## config.mk

```make
export PLATFORM = sky130hd
export DESIGN_NAME = c2p_front
export DESIGN_NICKNAME = d
export VERILOG_FILES = /design/src/rtl/core/c2p_pkg.sv /design/src/rtl/core/c2p_front.sv
export SDC_FILE = /design/constraint.sdc
export NUM_CORES = 1
export LEC_CHECK = 0
export ABC_AREA = 0
export BUFFER_PORTS_ARGS = -buffer_cell sky130_fd_sc_hd__buf_2
export CORE_ASPECT_RATIO = 0.6
export CORE_UTILIZATION = 40
export CTS_BUF_LIST = sky130_fd_sc_hd__clkbuf_8
export DETAILED_ROUTE_END_ITERATION = 10
export HOLD_SLACK_MARGIN = 0.08
export PLACE_DENSITY = 0.66
export SLEW_MARGIN = 20
export SYNTH_ARGS = -nofsm -noshare
export SYNTH_HDL_FRONTEND = slang
export SYNTH_SLANG_ARGS = --single-unit
```

## constraint.sdc

```tcl
create_clock -name clk -period 1.1 [get_ports clk]
set_input_delay 0.055 -clock clk [delete_from_list [all_inputs] [get_ports clk]]
set_output_delay 0.055 -clock clk [all_outputs]
set_load 0.1 [all_outputs]
```

## src/rtl/core/c2p_pkg.sv

```systemverilog
package c2p_pkg;

    // Field widths
    localparam int COORD_W     = 16;
    localparam int ANGLE_FRAC  = 13;
    localparam int ANGLE_W     = ANGLE_FRAC + 3;
    localparam int SQ_W        = 2 * COORD_W;

    // CORDIC datapath: Q60 angles, operands normalized below 2^59
    localparam int CORDIC_STEPS = 60;
    localparam int WORK_FRAC    = 60;
    localparam int WORK_W       = 64;
    localparam int NORM_TOP     = 58;
    localparam int STEP_W       = $clog2(CORDIC_STEPS);

    // Stream word widths, padded to whole bytes
    localparam int IN_TDATA_W  = ((2 * COORD_W + 7) / 8) * 8;
    localparam int OUT_TDATA_W = ((COORD_W + ANGLE_W + 7) / 8) * 8;

    typedef logic signed [WORK_W-1:0] work_t;

    // Quadrant information carried alongside the rotation
    typedef struct packed {
        logic x_zero;
        logic y_pos;
    } side_t;

    // Payload handed from cell to cell
    typedef struct packed {
        side_t             side;
        logic [SQ_W-1:0]   sq_rem;
        logic [SQ_W-1:0]   sq_root;
        work_t             xs;
        work_t             ys;
        work_t             z;
    } stage_t;

    // pi in Q60 (pi/4 in Q62) from Machin's formula, evaluated at elaboration
    function automatic logic [63:0] machin_q62();
        logic [63:0] p;
        logic [63:0] t;
        logic [63:0] s5;
        logic [63:0] s239;
        logic        add_term;
        int unsigned k;
        s5 = '0;
        p = 64'h4000_0000_0000_0000 / 5;
        k = 1;
        add_term = 1'b1;
        for (int j = 0; j < 40; j++)
        begin
            if (p != '0)
            begin
                t = p / 64'(k);
                s5 = add_term ? s5 + t : s5 - t;
                add_term = !add_term;
                p = p / 25;
                k = k + 2;
            end
        end
        s239 = '0;
        p = 64'h4000_0000_0000_0000 / 239;
        k = 1;
        add_term = 1'b1;
        for (int j = 0; j < 20; j++)
        begin
            if (p != '0)
            begin
                t = p / 64'(k);
                s239 = add_term ? s239 + t : s239 - t;
                add_term = !add_term;
                p = p / 57121;
                k = k + 2;
            end
        end
        return 64'(4 * s5) - s239;
    endfunction

    localparam logic [63:0] PI_Q60      = machin_q62();
    localparam logic [63:0] HALF_PI_Q60 = (PI_Q60 + 64'd1) >> 1;

    // atan(2^-i) in Q60, from its power series in Q62
    function automatic logic [63:0] atan_q60(input int i);
        logic [63:0] sum;
        logic [63:0] t;
        logic        add_term;
        sum = '0;
        add_term = 1'b1;
        if (i == 0)
        begin
            sum = PI_Q60;
        end
        else
        begin
            for (int k = 1; k < 64; k = k + 2)
            begin
                if (i * k <= 62)
                begin
                    t = (64'd1 << (62 - i * k)) / 64'(k);
                    sum = add_term ? sum + t : sum - t;
                    add_term = !add_term;
                end
            end
        end
        return (sum + 64'd2) >> 2;
    endfunction

    // Trial bit of the square root for cell i; zero once the root is complete
    function automatic logic [SQ_W-1:0] sqrt_bit(input int i);
        logic [SQ_W-1:0] b;
        b = '0;
        if (i < COORD_W)
        begin
            b = SQ_W'(1) << (2 * (COORD_W - 1 - i));
        end
        return b;
    endfunction

endpackage

```

## src/rtl/core/c2p_front.sv

```systemverilog
module c2p_front (
    input  logic                                    clk,
    input  logic                                    rst_n,
    input  logic                                    en,
    input  logic                                    in_valid,
    input  logic signed [c2p_pkg::COORD_W-1:0]      x_coord,
    input  logic signed [c2p_pkg::COORD_W-1:0]      y_coord,
    output logic                                    out_valid,
    output c2p_pkg::stage_t                         out_data
);
    import c2p_pkg::*;

    logic                       valid_reg;
    stage_t                     data_reg;
    stage_t                     data_next;

    logic signed [COORD_W:0]    x_ext;
    logic signed [COORD_W:0]    y_ext;
    logic signed [COORD_W:0]    xc;
    logic signed [COORD_W:0]    yc;
    logic signed [COORD_W:0]    ayc;
    logic signed [COORD_W:0]    ay_abs;
    logic        [COORD_W:0]    m;
    logic        [COORD_W-1:0]  ax;
    logic        [COORD_W-1:0]  ay;
    logic        [STEP_W-1:0]   shift;

    // Fold into the right half plane, normalize, square for the root
    always_comb
    begin
        x_ext = {x_coord[COORD_W-1], x_coord};
        y_ext = {y_coord[COORD_W-1], y_coord};
        xc = x_coord[COORD_W-1] ? -x_ext : x_ext;
        yc = x_coord[COORD_W-1] ? -y_ext : y_ext;
        ayc = yc[COORD_W] ? -yc : yc;
        ay_abs = y_coord[COORD_W-1] ? -y_ext : y_ext;
        m = (xc > ayc) ? xc : ayc;
        ax = xc[COORD_W-1:0];
        ay = ay_abs[COORD_W-1:0];

        // shift that puts the leading one of m at bit NORM_TOP
        shift = STEP_W'(NORM_TOP);
        for (int b = 0; b <= COORD_W; b++)
        begin
            if (m[b])
            begin
                shift = STEP_W'(NORM_TOP - b);
            end
        end

        data_next.side.x_zero = (x_coord == '0);
        data_next.side.y_pos = !y_coord[COORD_W-1] && (y_coord != '0);
        data_next.sq_rem = SQ_W'(ax) * SQ_W'(ax) + SQ_W'(ay) * SQ_W'(ay);
        data_next.sq_root = '0;
        data_next.xs = WORK_W'(xc) <<< shift;
        data_next.ys = WORK_W'(yc) <<< shift;
        if (!x_coord[COORD_W-1])
        begin
            data_next.z = '0;
        end
        else if (y_coord[COORD_W-1])
        begin
            data_next.z = -work_t'(PI_Q60);
        end
        else
        begin
            data_next.z = work_t'(PI_Q60);
        end
    end

    // Valid flag
    always_ff @(posedge clk or negedge rst_n)
    begin
        if (!rst_n)
        begin
            valid_reg <= 1'b0;
        end
        else if (en)
        begin
            valid_reg <= in_valid;
        end
    end

    // Payload
    always_ff @(posedge clk)
    begin
        if (en && in_valid)
        begin
            data_reg <= data_next;
        end
    end

    assign out_valid = valid_reg;
    assign out_data = data_reg;

endmodule

```

# == Word-level counts from Yosys, hierarchy flattened ==
# Cells that the tools add are included.
# totals
elab_cells,43
rom_bits,0
mem_bits_rw,0
input_bits,36
output_inout_bits,259
reg_bits,227
memories,0
latch_bits,0
# op_classes
n_mux,22
magnitude_cmp,1
n_shift,2
addsub,4
n_reduce_logical,5
mul,2
bitwise,0
div,0
n_eq_ne,0
# op_table
cell,n
<<< shifter 17 x 6 -> 64 bit,2
two-way mux 6 bit,14
two-way mux 17 bit,4
multiplier 16 x 16 -> 32 bit,2
two-way mux 64 bit,1
negator 16 -> 17 bit,2
adder 32 bit,1
> comparator 17 bit,1
negator 17 bit,1
logical NOT 16 bit,1
two-way mux 16 bit,1
nonzero test 16 bit,1
two-way mux 2 bit,2
logical AND 1 bit,2
logical NOT 1 bit,1

# == Logic depth before layout (Yosys ltp) ==
# depth
depth_word,23
ltp_mapped,41
depth_no_buf,38

# == Worst setup path after synthesis ==
# No wires, ideal clock.
# synth_timing
path_kind,input-to-reg
start,input port y_coord[0] (netlist bit)
end,"register data_reg (netlist bit out_data[254]), data pin"
t_arrival_ns,9.122
required_time_ns,0.842
setup_slack_ns,-8.280
path_stages,33
setup_time_ns,0.258
path_cell_list,buf_1 > inv_1 > clkbuf_1 > buf_1 > ha_1 > nor4b_2 > nand2_1 > o31ai_1 > xor2_1 > inv_2 > nand2_1 > fa_1 > fa_1 > inv_1 > fa_1 > fa_1 > inv_1 > fa_1 > fa_1 > inv_1 > fa_1 > inv_1 > fa_1 > inv_1 > ha_1 > or4_1 > o41ai_1 > o21ba_2 > o21ai_0 > a31o_2 > a31o_2 > a21oi_1 > xnor2_1
# synth_rtl
item,line_no,rtl
start: declaration,c2p_front.sv:7,"input logic signed [c2p_pkg::COORD_W-1:0] y_coord,"
end signal: assignment,c2p_front.sv:89,data_reg <= data_next;
end: declaration,c2p_front.sv:14,stage_t data_reg;

==> results.py <==
metrics = {
    "clocking": {
        "clockRootBuffer": "clkbuf_8",
        "htreeDepth": 3,
        "clk_latency_ns": 0.47,
        "cts_buffers": 9,
        "clockBufferDepth": 2,
        "clk_pin_slew_ns": 0.13,
        "cts_tree": "done",
        "cts_sinks": 102,
    },
    "finish": {
        "fin_cells": 4008,
        "num-nets-final": 3868,
        "mostFrequentLayoutCell": "buf_4",
        "syn_to_final_growth_pct": 56.5,
        "drive_gt1_share_pct": 42.6,
        "final_cell_mix": "buf_4, inv_1, fa_1, buf_12, nor2_1",
    },
    "critical_path": {
        "crit_type": "primary input to flip-flop",
        "cp-end-kind": "flip-flop",
        "cpPeakStageDelay_ns": 0.64,
        "crit_arrival_ns": 8.67,
        "path_buf_inv": 10,
        "cp_data_required_time_ns": 1.34,
        "cp_max_fo": 9,
        "crit_family": "adder cells",
        "slowest_stage": "a211oi_1",
        "cp_common_cell": "fa_1",
        "critPathLaunchType": "primary input",
    },
    "place": {
        "gp_congestion": 0.979,
        "portBuffers": 197,
        "hpwl_mm": 63.0,
        "place_inst": 3825,
    },
    "run_status": {
        "failed_checks": "setup timing",
        "outcome": "finished with violations",
    },
    "yosys": {
        "synthCells": 2402,
        "synthTopCellsByArea": "fa_1, edfxtp_1, ha_1",
        "synth_warnings": 0,
        "synth_edf_count": 101,
        "synth_top_cell_area_share_pct": 33.9,
        "async_flop_share_pct": 0.980,
        "yosys.cell_types.count": 107,
        "ys_seq_area_share_pct": 13.3,
        "synth_top_cell_by_area": "fa_1",
        "yosys_most_used_dff": "edfxtp_1",
        "netlist_area_um2": 23000,
        "avgSynthCellArea_um2": 9.56,
        "ys_seq_elements": 102,
    },
    "sta": {
        "setup_violations": 238,
        "maxSlewHeadroom_pct": 52.2,
        "slew_violations": 0,
        "hold_violations": 0,
        "finalWorstSetupSlack_ns": -7.33,
        "tightestPinTransition_ns": 0.713,
        "period_needed_ns": 8.43,
        "skew_ns": 0,
        "fin_crit_sh_pct": 767,
        "rsz0062_at_grt": "yes",
        "fmax_mhz": 119,
    },
    "global_route": {
        "grt_pass1_wl_mm": 124,
        "grt_start_max_net_pins": 34,
        "grt_overflow": 0,
        "antenna_found_initial": 6,
        "grt_pass1_vias": 21500,
        "grt_usage_pct": 27.7,
    },
    "drt": {
        "dr.first_iter.drc_count": 1839,
        "wl_per_cell_um": 20.7,
        "viasPerCell": 5.12,
        "num_vias": 20500,
        "drc": 0,
        "final_antenna_net_count": 0,
        "dr.pass1.iters": 9,
        "drt-total-wl_mm": 82.9,
    },
    "floorplan": {
        "die_x_um": 311,
        "ios": 295,
        "die_area_um2": 58400,
        "rows": 67,
        "core_um2": 56300,
        "die_h_um": 188,
        "start_util_pct": 40.8,
    },
    "min_path": {
        "hold_class": "primary input to flip-flop",
    },
    "job": {
        "maxCapViolCount": 0,
    },
}
==> stage by stage <==
step / util [%] / setup slack [ns] / instance area [um2] / hold WS, ns / TNS [ns]
6_report: 63.9 / -7.33 / 35900 / 0.119 / -401.66
3_3_place_gp: 55.1 / -7.75 / 31000 / -0.170 / -431.51
4_1_cts: 61.6 / -7.20 / 34700 / 0.102 / -392.92
3_5_place_dp: 55.1 / -7.97 / 31000 / -0.168 / -432.41
5_1_grt: 63.9 / -7.49 / 35900 / 0.108 / -418.25
2_1_floorplan: - / -7.14 / 23800 / -0.241 / -626.41
==> worst min-delay path: stages <==
cell	delay [ns]
buf_2	0.17
nor4_4	0.08
buf_6	0.13
==> logic make-up (layout without fill, tap and decap cells) <==
group	after synthesis	count (layout)	share of synthesized area, %
AOI/OAI and AO/OA	262	262	8.56
muxes	78	78	3.51
buffers and inverters	791	1504	16.1
and+or+nand+nor	487	487	9.96
DFF	102	102	13.3
other	2	136	0.0327
adders and majority gates	593	593	45.0
xor gates and xnor gates	87	87	3.50
==> layer usage <==
metal	global-route usage, %	share of wire, %	up-vias
met5	0	0.10	-
li1	-	-	8959
met3	8.22	11	151
met4	6.27	2.4	2
met2	40.9	44	1034
met1	39.7	42	10400
==> area by class of cell <==
class	instances	area (um2)
diodes	5	12.5
fillers	4166	20300
flip-flops and latches	102	3060
repair buffers	930	10200
multi-input cells	1638	19400
clock buffers	9	124
clock inverters	7	66.3
well taps	759	950
inverters	558	2110
==> what timing repair did <==
action                                  in CTS  in global routing
endpoints found under the hold margin        3                  0
pin swaps                                  173                140
endpoints found under the setup margin     238                238
setup buffers                              114                 59
hold buffers                                 5                  0
gates resized for setup                    491                207
gates cloned                                13                  0
==> flip-flops by register name (all words and copies together), names as in the netlist <==
signal / count
out_data: 101
out_valid: 1
==> cells in the mapped netlist, types with 16 or more instances <==
cell      number
nand2_1      145
a21o_1        21
mux2_2        16
a21oi_1       44
mux2i_1       60
clkbuf_1      44
xnor2_1       49
buf_4        159
inv_1        543
nor2_1       202
edfxtp_1     101
ha_1         204
fa_1         389
o21ai_0       46
xor2_1        34
==> worst paths after layout <==
| check | slack (ns) | to | depth (start not counted) | startpoint |
|---|---|---|---|---|
| worst max register to register | 0.17 | out_valid | 2 | out_valid |
| worst min register to register | 0.70 | out_valid | 2 | out_valid |
| min in group asynchronous | 0.42 | out_valid | 3 | rst_n |
| worst max-delay path | -7.33 | out_data[254] | 30 | x_coord[5] |
| max in group asynchronous | 0.58 | out_valid | 3 | rst_n |
| worst min-delay path | 0.12 | out_data[257] | 3 | x_coord[14] |
Power is left out: the tool's default activity adds up to more than one toggle a clock period on the data nets, which glitch-free logic cannot reach.
