`src/rtl/core/c2p_pkg.sv`:
```
package c2p_pkg;

    // Field widths
    localparam int COORD_W     = 16;
    localparam int ANGLE_FRAC  = 13;
    localparam int ANGLE_W     = ANGLE_FRAC + 3;
    localparam int SQ_W        = 2 * COORD_W;

    // CORDIC datapath: Q60 angles, operands normalized below 2^59
    localparam int CORDIC_STEPS = 60;
    localparam int WORK_FRAC    = 60;
    localparam int WORK_W       = 64;
    localparam int NORM_TOP     = 58;
    localparam int STEP_W       = $clog2(CORDIC_STEPS);

    // Stream word widths, padded to whole bytes
    localparam int IN_TDATA_W  = ((2 * COORD_W + 7) / 8) * 8;
    localparam int OUT_TDATA_W = ((COORD_W + ANGLE_W + 7) / 8) * 8;

    typedef logic signed [WORK_W-1:0] work_t;

    // Quadrant information carried alongside the rotation
    typedef struct packed {
        logic x_zero;
        logic y_pos;
    } side_t;

    // Payload handed from cell to cell
    typedef struct packed {
        side_t             side;
        logic [SQ_W-1:0]   sq_rem;
        logic [SQ_W-1:0]   sq_root;
        work_t             xs;
        work_t             ys;
        work_t             z;
    } stage_t;

    // pi in Q60 (pi/4 in Q62) from Machin's formula, evaluated at elaboration
    function automatic logic [63:0] machin_q62();
        logic [63:0] p;
        logic [63:0] t;
        logic [63:0] s5;
        logic [63:0] s239;
        logic        add_term;
        int unsigned k;
        s5 = '0;
        p = 64'h4000_0000_0000_0000 / 5;
        k = 1;
        add_term = 1'b1;
        for (int j = 0; j < 40; j++)
        begin
            if (p != '0)
            begin
                t = p / 64'(k);
                s5 = add_term ? s5 + t : s5 - t;
                add_term = !add_term;
                p = p / 25;
                k = k + 2;
            end
        end
        s239 = '0;
        p = 64'h4000_0000_0000_0000 / 239;
        k = 1;
        add_term = 1'b1;
        for (int j = 0; j < 20; j++)
        begin
            if (p != '0)
            begin
                t = p / 64'(k);
                s239 = add_term ? s239 + t : s239 - t;
                add_term = !add_term;
                p = p / 57121;
                k = k + 2;
            end
        end
        return 64'(4 * s5) - s239;
    endfunction

    localparam logic [63:0] PI_Q60      = machin_q62();
    localparam logic [63:0] HALF_PI_Q60 = (PI_Q60 + 64'd1) >> 1;

    // atan(2^-i) in Q60, from its power series in Q62
    function automatic logic [63:0] atan_q60(input int i);
        logic [63:0] sum;
        logic [63:0] t;
        logic        add_term;
        sum = '0;
        add_term = 1'b1;
        if (i == 0)
        begin
            sum = PI_Q60;
        end
        else
        begin
            for (int k = 1; k < 64; k = k + 2)
            begin
                if (i * k <= 62)
                begin
                    t = (64'd1 << (62 - i * k)) / 64'(k);
                    sum = add_term ? sum + t : sum - t;
                    add_term = !add_term;
                end
            end
        end
        return (sum + 64'd2) >> 2;
    endfunction

    // Trial bit of the square root for cell i; zero once the root is complete
    function automatic logic [SQ_W-1:0] sqrt_bit(input int i);
        logic [SQ_W-1:0] b;
        b = '0;
        if (i < COORD_W)
        begin
            b = SQ_W'(1) << (2 * (COORD_W - 1 - i));
        end
        return b;
    endfunction

endpackage

```
`src/rtl/core/c2p_cell.sv`:
```
module c2p_cell (
    input  logic                            clk,
    input  logic                            rst_n,
    input  logic                            en,
    input  logic [c2p_pkg::STEP_W-1:0]      step,
    input  c2p_pkg::work_t                  atan_step,
    input  logic [c2p_pkg::SQ_W-1:0]        root_bit,
    input  logic                            in_valid,
    input  c2p_pkg::stage_t                 in_data,
    output logic                            out_valid,
    output c2p_pkg::stage_t                 out_data
);
    import c2p_pkg::*;

    logic               valid_reg;
    stage_t             data_reg;
    stage_t             data_next;
    work_t              dx;
    work_t              dy;
    logic [SQ_W-1:0]    trial;

    // One vectoring rotation and one bit of the square root
    always_comb
    begin
        data_next = in_data;
        dx = in_data.ys >>> step;
        dy = in_data.xs >>> step;
        if (!in_data.ys[WORK_W-1])
        begin
            data_next.xs = in_data.xs + dx;
            data_next.ys = in_data.ys - dy;
            data_next.z = in_data.z + atan_step;
        end
        else
        begin
            data_next.xs = in_data.xs - dx;
            data_next.ys = in_data.ys + dy;
            data_next.z = in_data.z - atan_step;
        end

        // restoring root step; passes through once the root is done
        trial = in_data.sq_root + root_bit;
        if (root_bit != '0)
        begin
            if (in_data.sq_rem >= trial)
            begin
                data_next.sq_rem = in_data.sq_rem - trial;
                data_next.sq_root = (in_data.sq_root >> 1) + root_bit;
            end
            else
            begin
                data_next.sq_root = in_data.sq_root >> 1;
            end
        end
    end

    // Valid flag
    always_ff @(posedge clk or negedge rst_n)
    begin
        if (!rst_n)
        begin
            valid_reg <= 1'b0;
        end
        else if (en)
        begin
            valid_reg <= in_valid;
        end
    end

    // Payload
    always_ff @(posedge clk)
    begin
        if (en && in_valid)
        begin
            data_reg <= data_next;
        end
    end

    assign out_valid = valid_reg;
    assign out_data = data_reg;

endmodule

```
`config.mk`:
```
export PLATFORM = sky130hd
export DESIGN_NAME = c2p_cell
export DESIGN_NICKNAME = d
export VERILOG_FILES = /design/src/rtl/core/c2p_pkg.sv /design/src/rtl/core/c2p_cell.sv
export SDC_FILE = /design/constraint.sdc
export NUM_CORES = 2
export LEC_CHECK = 0
export BUFFER_PORTS_ARGS = -buffer_cell sky130_fd_sc_hd__buf_2
export CAP_MARGIN = 25
export CORE_MARGIN = 4
export CORE_UTILIZATION = 54
export DETAILED_ROUTE_END_ITERATION = 7
export PLACE_DENSITY = 0.89
export SKIP_LAST_GASP = 1
export SLEW_MARGIN = 25
export SYNTH_ARGS = -nofsm -noshare
export SYNTH_HDL_FRONTEND = slang
export SYNTH_SLANG_ARGS = --single-unit
```
`constraint.sdc`:
```
create_clock -name clk -period 0.8 [get_ports clk]
set_input_delay 0.24 -clock clk [delete_from_list [all_inputs] [get_ports clk]]
set_output_delay 0.24 -clock clk [all_outputs]
set_load 0.02 [all_outputs]
```
==> results of run 1 <==
[metrics by stage]
stage                TNS, ns  worst slack [ns]  area [um2]   util  instances
floorplan           -1463.10             -5.41       39100      -       4426
global placement    -1247.73             -6.01       56600  0.802       7649
detailed placement  -1392.66             -6.77       56600  0.802       7649
CTS                 -1236.37             -5.33       60100  0.852       7838
[routing by layer]
layer,GRT overflow,track usage
met5,65,0.749
met4,1085,1.04
met1,451,0.901
met2,2296,1.11
met3,366,0.881
[repair_timing]
item / CTS
pin swaps: 111
cloned: 6
hold buffers: 17
gates resized for setup: 306
buffers inserted: 110
endpoints found under the setup margin: 514
endpoints found under the hold margin: 15
[cell families after synthesis]
group | share of synthesized area
AND/OR/NAND/NOR | 0.158
XOR/XNOR | 0.0935
adder cells (fa/ha/maj) | 0.100
flip-flops | 0.201
buffers and inverters | 0.0405
multiplexers | 0.182
AO/OA/AOI/OAI | 0.225
==> flow_metrics.tcl, run 1 <==
set metrics [dict create \
    global_route.usage.total 0.969 \
    boundaryPins 623 \
    grt_pass1_wl_um 554000 \
    netlist.area_leader.share 0.200 \
    netlist_top_cells_count "a21oi_1, nand2_1, nor2_1" \
    postSynthNetCount 5096 \
    die_w_um 276 \
    synth-async-reset-ratio 0.00386 \
    toolErrorMsg "[ERROR GRT-0116] Global routing finished with congestion. Check the congestion regions in the DRC Viewer." \
    yosys.area.top_type "edfxtp_1" \
    numClockSinks 259 \
    initial_core_util 0.549 \
    die_h_um 276 \
    numPortBuffers 622 \
    grt_start_max_net_pins 86 \
    post-synth-top-count-cell "a21oi_1" \
    std_cell_rows 97 \
    gp_congestion 1.35 \
    first_global_vias 75500 \
    synth_enable_flop_cells 258 \
    cts_inserted_buffers 34 \
    synth_ff_type "edfxtp_1" \
    cts-htree-levels 2 \
    count_of_yosys_warnings_during_synthesis 0 \
    netlist-cell-type-count 102 \
    synth_sequential_area_ratio 0.201 \
    failing_step "5_1_grt" \
    syn_area_um2 38700 \
    syn_inst 4426 \
    post_synth_main_area_contributors "edfxtp_1, mux4_2, ha_1" \
    avgSynthCellArea_um2 8.75 \
    outcome "did not finish" \
    cts_buffer_depth 3 \
    dpl.hpwl_um 183000 \
    root_buffer "clkbuf_16" \
    synth_seq_cells 259 \
    grt_overflow_total 4263 \
]
==> run 2: changes to the inputs <==
--- a/config.mk
+++ b/config.mk
@@ -8,9 +8,9 @@
 export BUFFER_PORTS_ARGS = -buffer_cell sky130_fd_sc_hd__buf_2
 export CAP_MARGIN = 25
 export CORE_MARGIN = 4
-export CORE_UTILIZATION = 54
+export CORE_UTILIZATION = 40
 export DETAILED_ROUTE_END_ITERATION = 7
-export PLACE_DENSITY = 0.89
+export PLACE_DENSITY_LB_ADDON = 0.15
 export SKIP_LAST_GASP = 1
 export SLEW_MARGIN = 25
 export SYNTH_ARGS = -nofsm -noshare
==> constraint.sdc (replaced) <==
create_clock -name clk -period 1.04 [get_ports clk]
set_input_delay 0.312 -clock clk [delete_from_list [all_inputs] [get_ports clk]]
set_output_delay 0.312 -clock clk [all_outputs]
set_load 0.02 [all_outputs]
==> run 2 against run 1 <==
The flow now finishes, with violations (negative setup slack). Area after synthesis unchanged. Synthesized cell count unchanged.
==> flow_metrics.tcl, run 2 <==
set metrics [dict create \
    cp_common_cell "o211ai_1" \
    reg2reg_slack_ns 0.29 \
    numPortBuffers 622 \
    final_util 0.657 \
    r2r.worst_path.cells 1 \
    floorplan.core_area_um2 95400 \
    synth_enable_flop_cells 258 \
    timing_worst_setup_path_type "input pin to flip-flop" \
    first_global_vias 46000 \
    post_synth_fa_ha_maj_area_fraction 0.100 \
    grt_antenna_before_repair 41 \
    simple_logic_cell_fraction_of_the_synthesized_area 0.158 \
    synth-async-reset-ratio 0.00386 \
    synth_ff_type "edfxtp_1" \
    die_h_um 319 \
    internal_power_mw 47.9 \
    root_buffer "clkbuf_16" \
    post_detailed_route_count_of_antenna_violating_nets 0 \
    worstReg2RegStart "out_valid" \
    dieArea_um2 102000 \
    mostFrequentLayoutCells "buf_4, buf_2, nand2_1" \
    yosys.area.top_type "edfxtp_1" \
    post-synth-top-count-cell "a21oi_1" \
    max_stage_delay_ns 0.56 \
    totalNegativeSetupSlack_ns -1059.72 \
    netlist.area_leader.share 0.200 \
    net_switching_power_mw 32.5 \
    boundaryPins 623 \
    syn2layout_area_growth_pct 62.1 \
    critPathRequiredTime_ns 1.41 \
    synth_sequential_area_ratio 0.201 \
    worst_skew_pair.late_latency_ns 0.61 \
    reg2reg_to "out_valid" \
    vias 47900 \
    clock_power_frac 0.169 \
    final-setup-viol-count 514 \
    hold_path_origin "in_data[230]" \
    min_period_over_period 5.90 \
    final.setup_skew_ns 0 \
    drive_gt1_frac 0.490 \
    seq_power_share 0.184 \
    cts-htree-levels 2 \
    dpl.hpwl_um 164000 \
    worst_setup_hold_path_clk_slew_ns 0.07 \
    drtIter0Drc 4276 \
    firstDrtPassIters 6 \
    path_buf_inv 4 \
    max_freq_mhz 163 \
    netlist-cell-type-count 102 \
    gp_congestion 1.08 \
    initial_core_util 0.406 \
    failing_checks "negative setup slack" \
    count_of_yosys_warnings_during_synthesis 0 \
    endpoint_kind "flip-flop" \
    post_synth_main_area_contributors "edfxtp_1, mux4_2, ha_1" \
    fin_ws_ns -5.09 \
    avgSynthCellArea_um2 8.75 \
    number_of_failing_hold_endpoints_at_the_final_stage 0 \
    p_leak_nw 29.2 \
    netSwitchingFraction 0.404 \
    grt_pass1_wl_um 287000 \
    crit_slowest_cell "mux4_2" \
    hold_path_cell_cnt 3 \
    max_slew_margin 0.288 \
    largest_register_ff_count 258 \
    numClockSinks 259 \
    post_drt_wl_per_cell_um 23.8 \
    drc_errors 0 \
    synth_mux_area_frac 0.182 \
    grt_overflow_total 0 \
    max_slew.worst_pin.slew_ns 1.04 \
    layout_commonest_cell "buf_4" \
    synth_seq_cells 259 \
    std_cell_rows 113 \
    syn_area_um2 38700 \
    global_route.usage.total 0.367 \
    worst-endpoint-arrival_ns 6.50 \
    complex_gate_fraction_of_the_synthesized_area 0.225 \
    netlist_top_cells_count "a21oi_1, nand2_1, nor2_1" \
    combinationalPowerShare 0.646 \
    design_power_total_mw 80.5 \
    grt_start_max_net_pins 83 \
    timing.critical_path.fanout_max 7 \
    hold_path_class "input pin to flip-flop" \
    die_w_um 319 \
    setup_slack_placement_ns -6.06 \
    postSynthNetCount 5096 \
    synth_top_family_by_area "compound AO/OA/AOI/OAI gates" \
    timing.hold.worst_endpoint "out_data[230]" \
    syn_inst 4426 \
    power.ir.vdd_worst_v 0.00137 \
    worst_path_dominant_cell_family "compound AO/OA/AOI/OAI gates" \
    parity_gate_share_of_the_synthesized_area_counting_xor_and_xnor_cells 0.0935 \
    route.final.wire_length_um 199000 \
    timing.final.crit_period_ns 6.13 \
    outcome "finished, violations left" \
    pwr_density_cell_nw_per_um2 1280 \
    worst_setup_path_start_kind "input pin" \
    cts_tree "yes" \
    grt_setup_unrepaired "yes" \
    drt-vias-per-instance 5.75 \
    cts_inserted_buffers 35 \
    maxCapViolations 0 \
    layout.nets 7687 \
    cts_buffer_depth 3 \
    slew_violations 0 \
]
[run 2: cell counts after synthesis]
No cell type changed its count.
[run 2: worst max-delay path by stage]
| stage | startpoint | to | slack (ns) | depth (start not counted) |
|---|---|---|---|---|
| global route | step[1] | out_data[188] | -5.26 | 28 |
| floorplan | step[1] | out_data[188] | -5.24 | 31 |
| global placement | step[2] | out_data[188] | -5.99 | 28 |
| finish | step[1] | out_data[188] | -5.09 | 28 |
| CTS | step[1] | out_data[188] | -4.81 | 31 |
| detailed placement | step[1] | out_data[126] | -6.06 | 26 |
[run 2: layout make-up]
class                      instances  area, um2
tap                             1265       1580
timing repair buffer            2770      20400
clock buffer                      40        895
multi-input combinational       3827      31200
antenna                           23       57.6
sequential                       259       7770
fill                            8247      32700
inverter                         124        478
clock inverter                    22        363
[run 2: metrics by stage]
stage | hold slack, ns | cells | cell area [um2]
floorplan | 0.0164 | 4426 | 39100
global placement | 0.0986 | 8075 | 57800
detailed placement | 0.0987 | 8075 | 57800
CTS | 0.00189 | 8237 | 61100
global route | 0.0339 | 8327 | 62700
finish | 0.0346 | 8330 | 62700
[run 2: power by group through the flow]
stage                     logic, mW  clock network (mW)  registers, mW
after floorplan                21.9                   0           17.1
after global placement         46.7                   0           15.0
after detailed placement       47.0                   0           15.0
after CTS                      48.9                13.9           14.8
after global routing           55.4                14.3           15.0
final                          52.0                13.6           14.8
[run 2: kinds of logic after synthesis]
logic type | Yosys count
AO/OA/AOI/OAI | 1370
AND/OR/NAND/NOR | 1290
buffers and inverters | 340
flip-flops | 259
adder cells (fa/ha/maj) | 306
multiplexers | 448
XOR/XNOR | 413
[run 2: what timing repair did]
item / CTS / global route
gates cloned: 9 / 4
pin swaps: 134 / 136
hold buffers: 26 / 0
setup buffers: 68 / 71
resized for setup: 247 / 234
hold endpoints to repair: 25 / 0
endpoints found under the setup margin: 514 / 514
[run 2: routing by layer]
metal	vias up	global-route usage	routed length [um]
met1	23000	0.461	79000
met3	509	0.0704	16300
met2	2209	0.603	91400
li1	22200	-	-
met5	-	0	58
met4	10	0.187	11700
No activity file was read; power rests on OpenSTA's default activity.
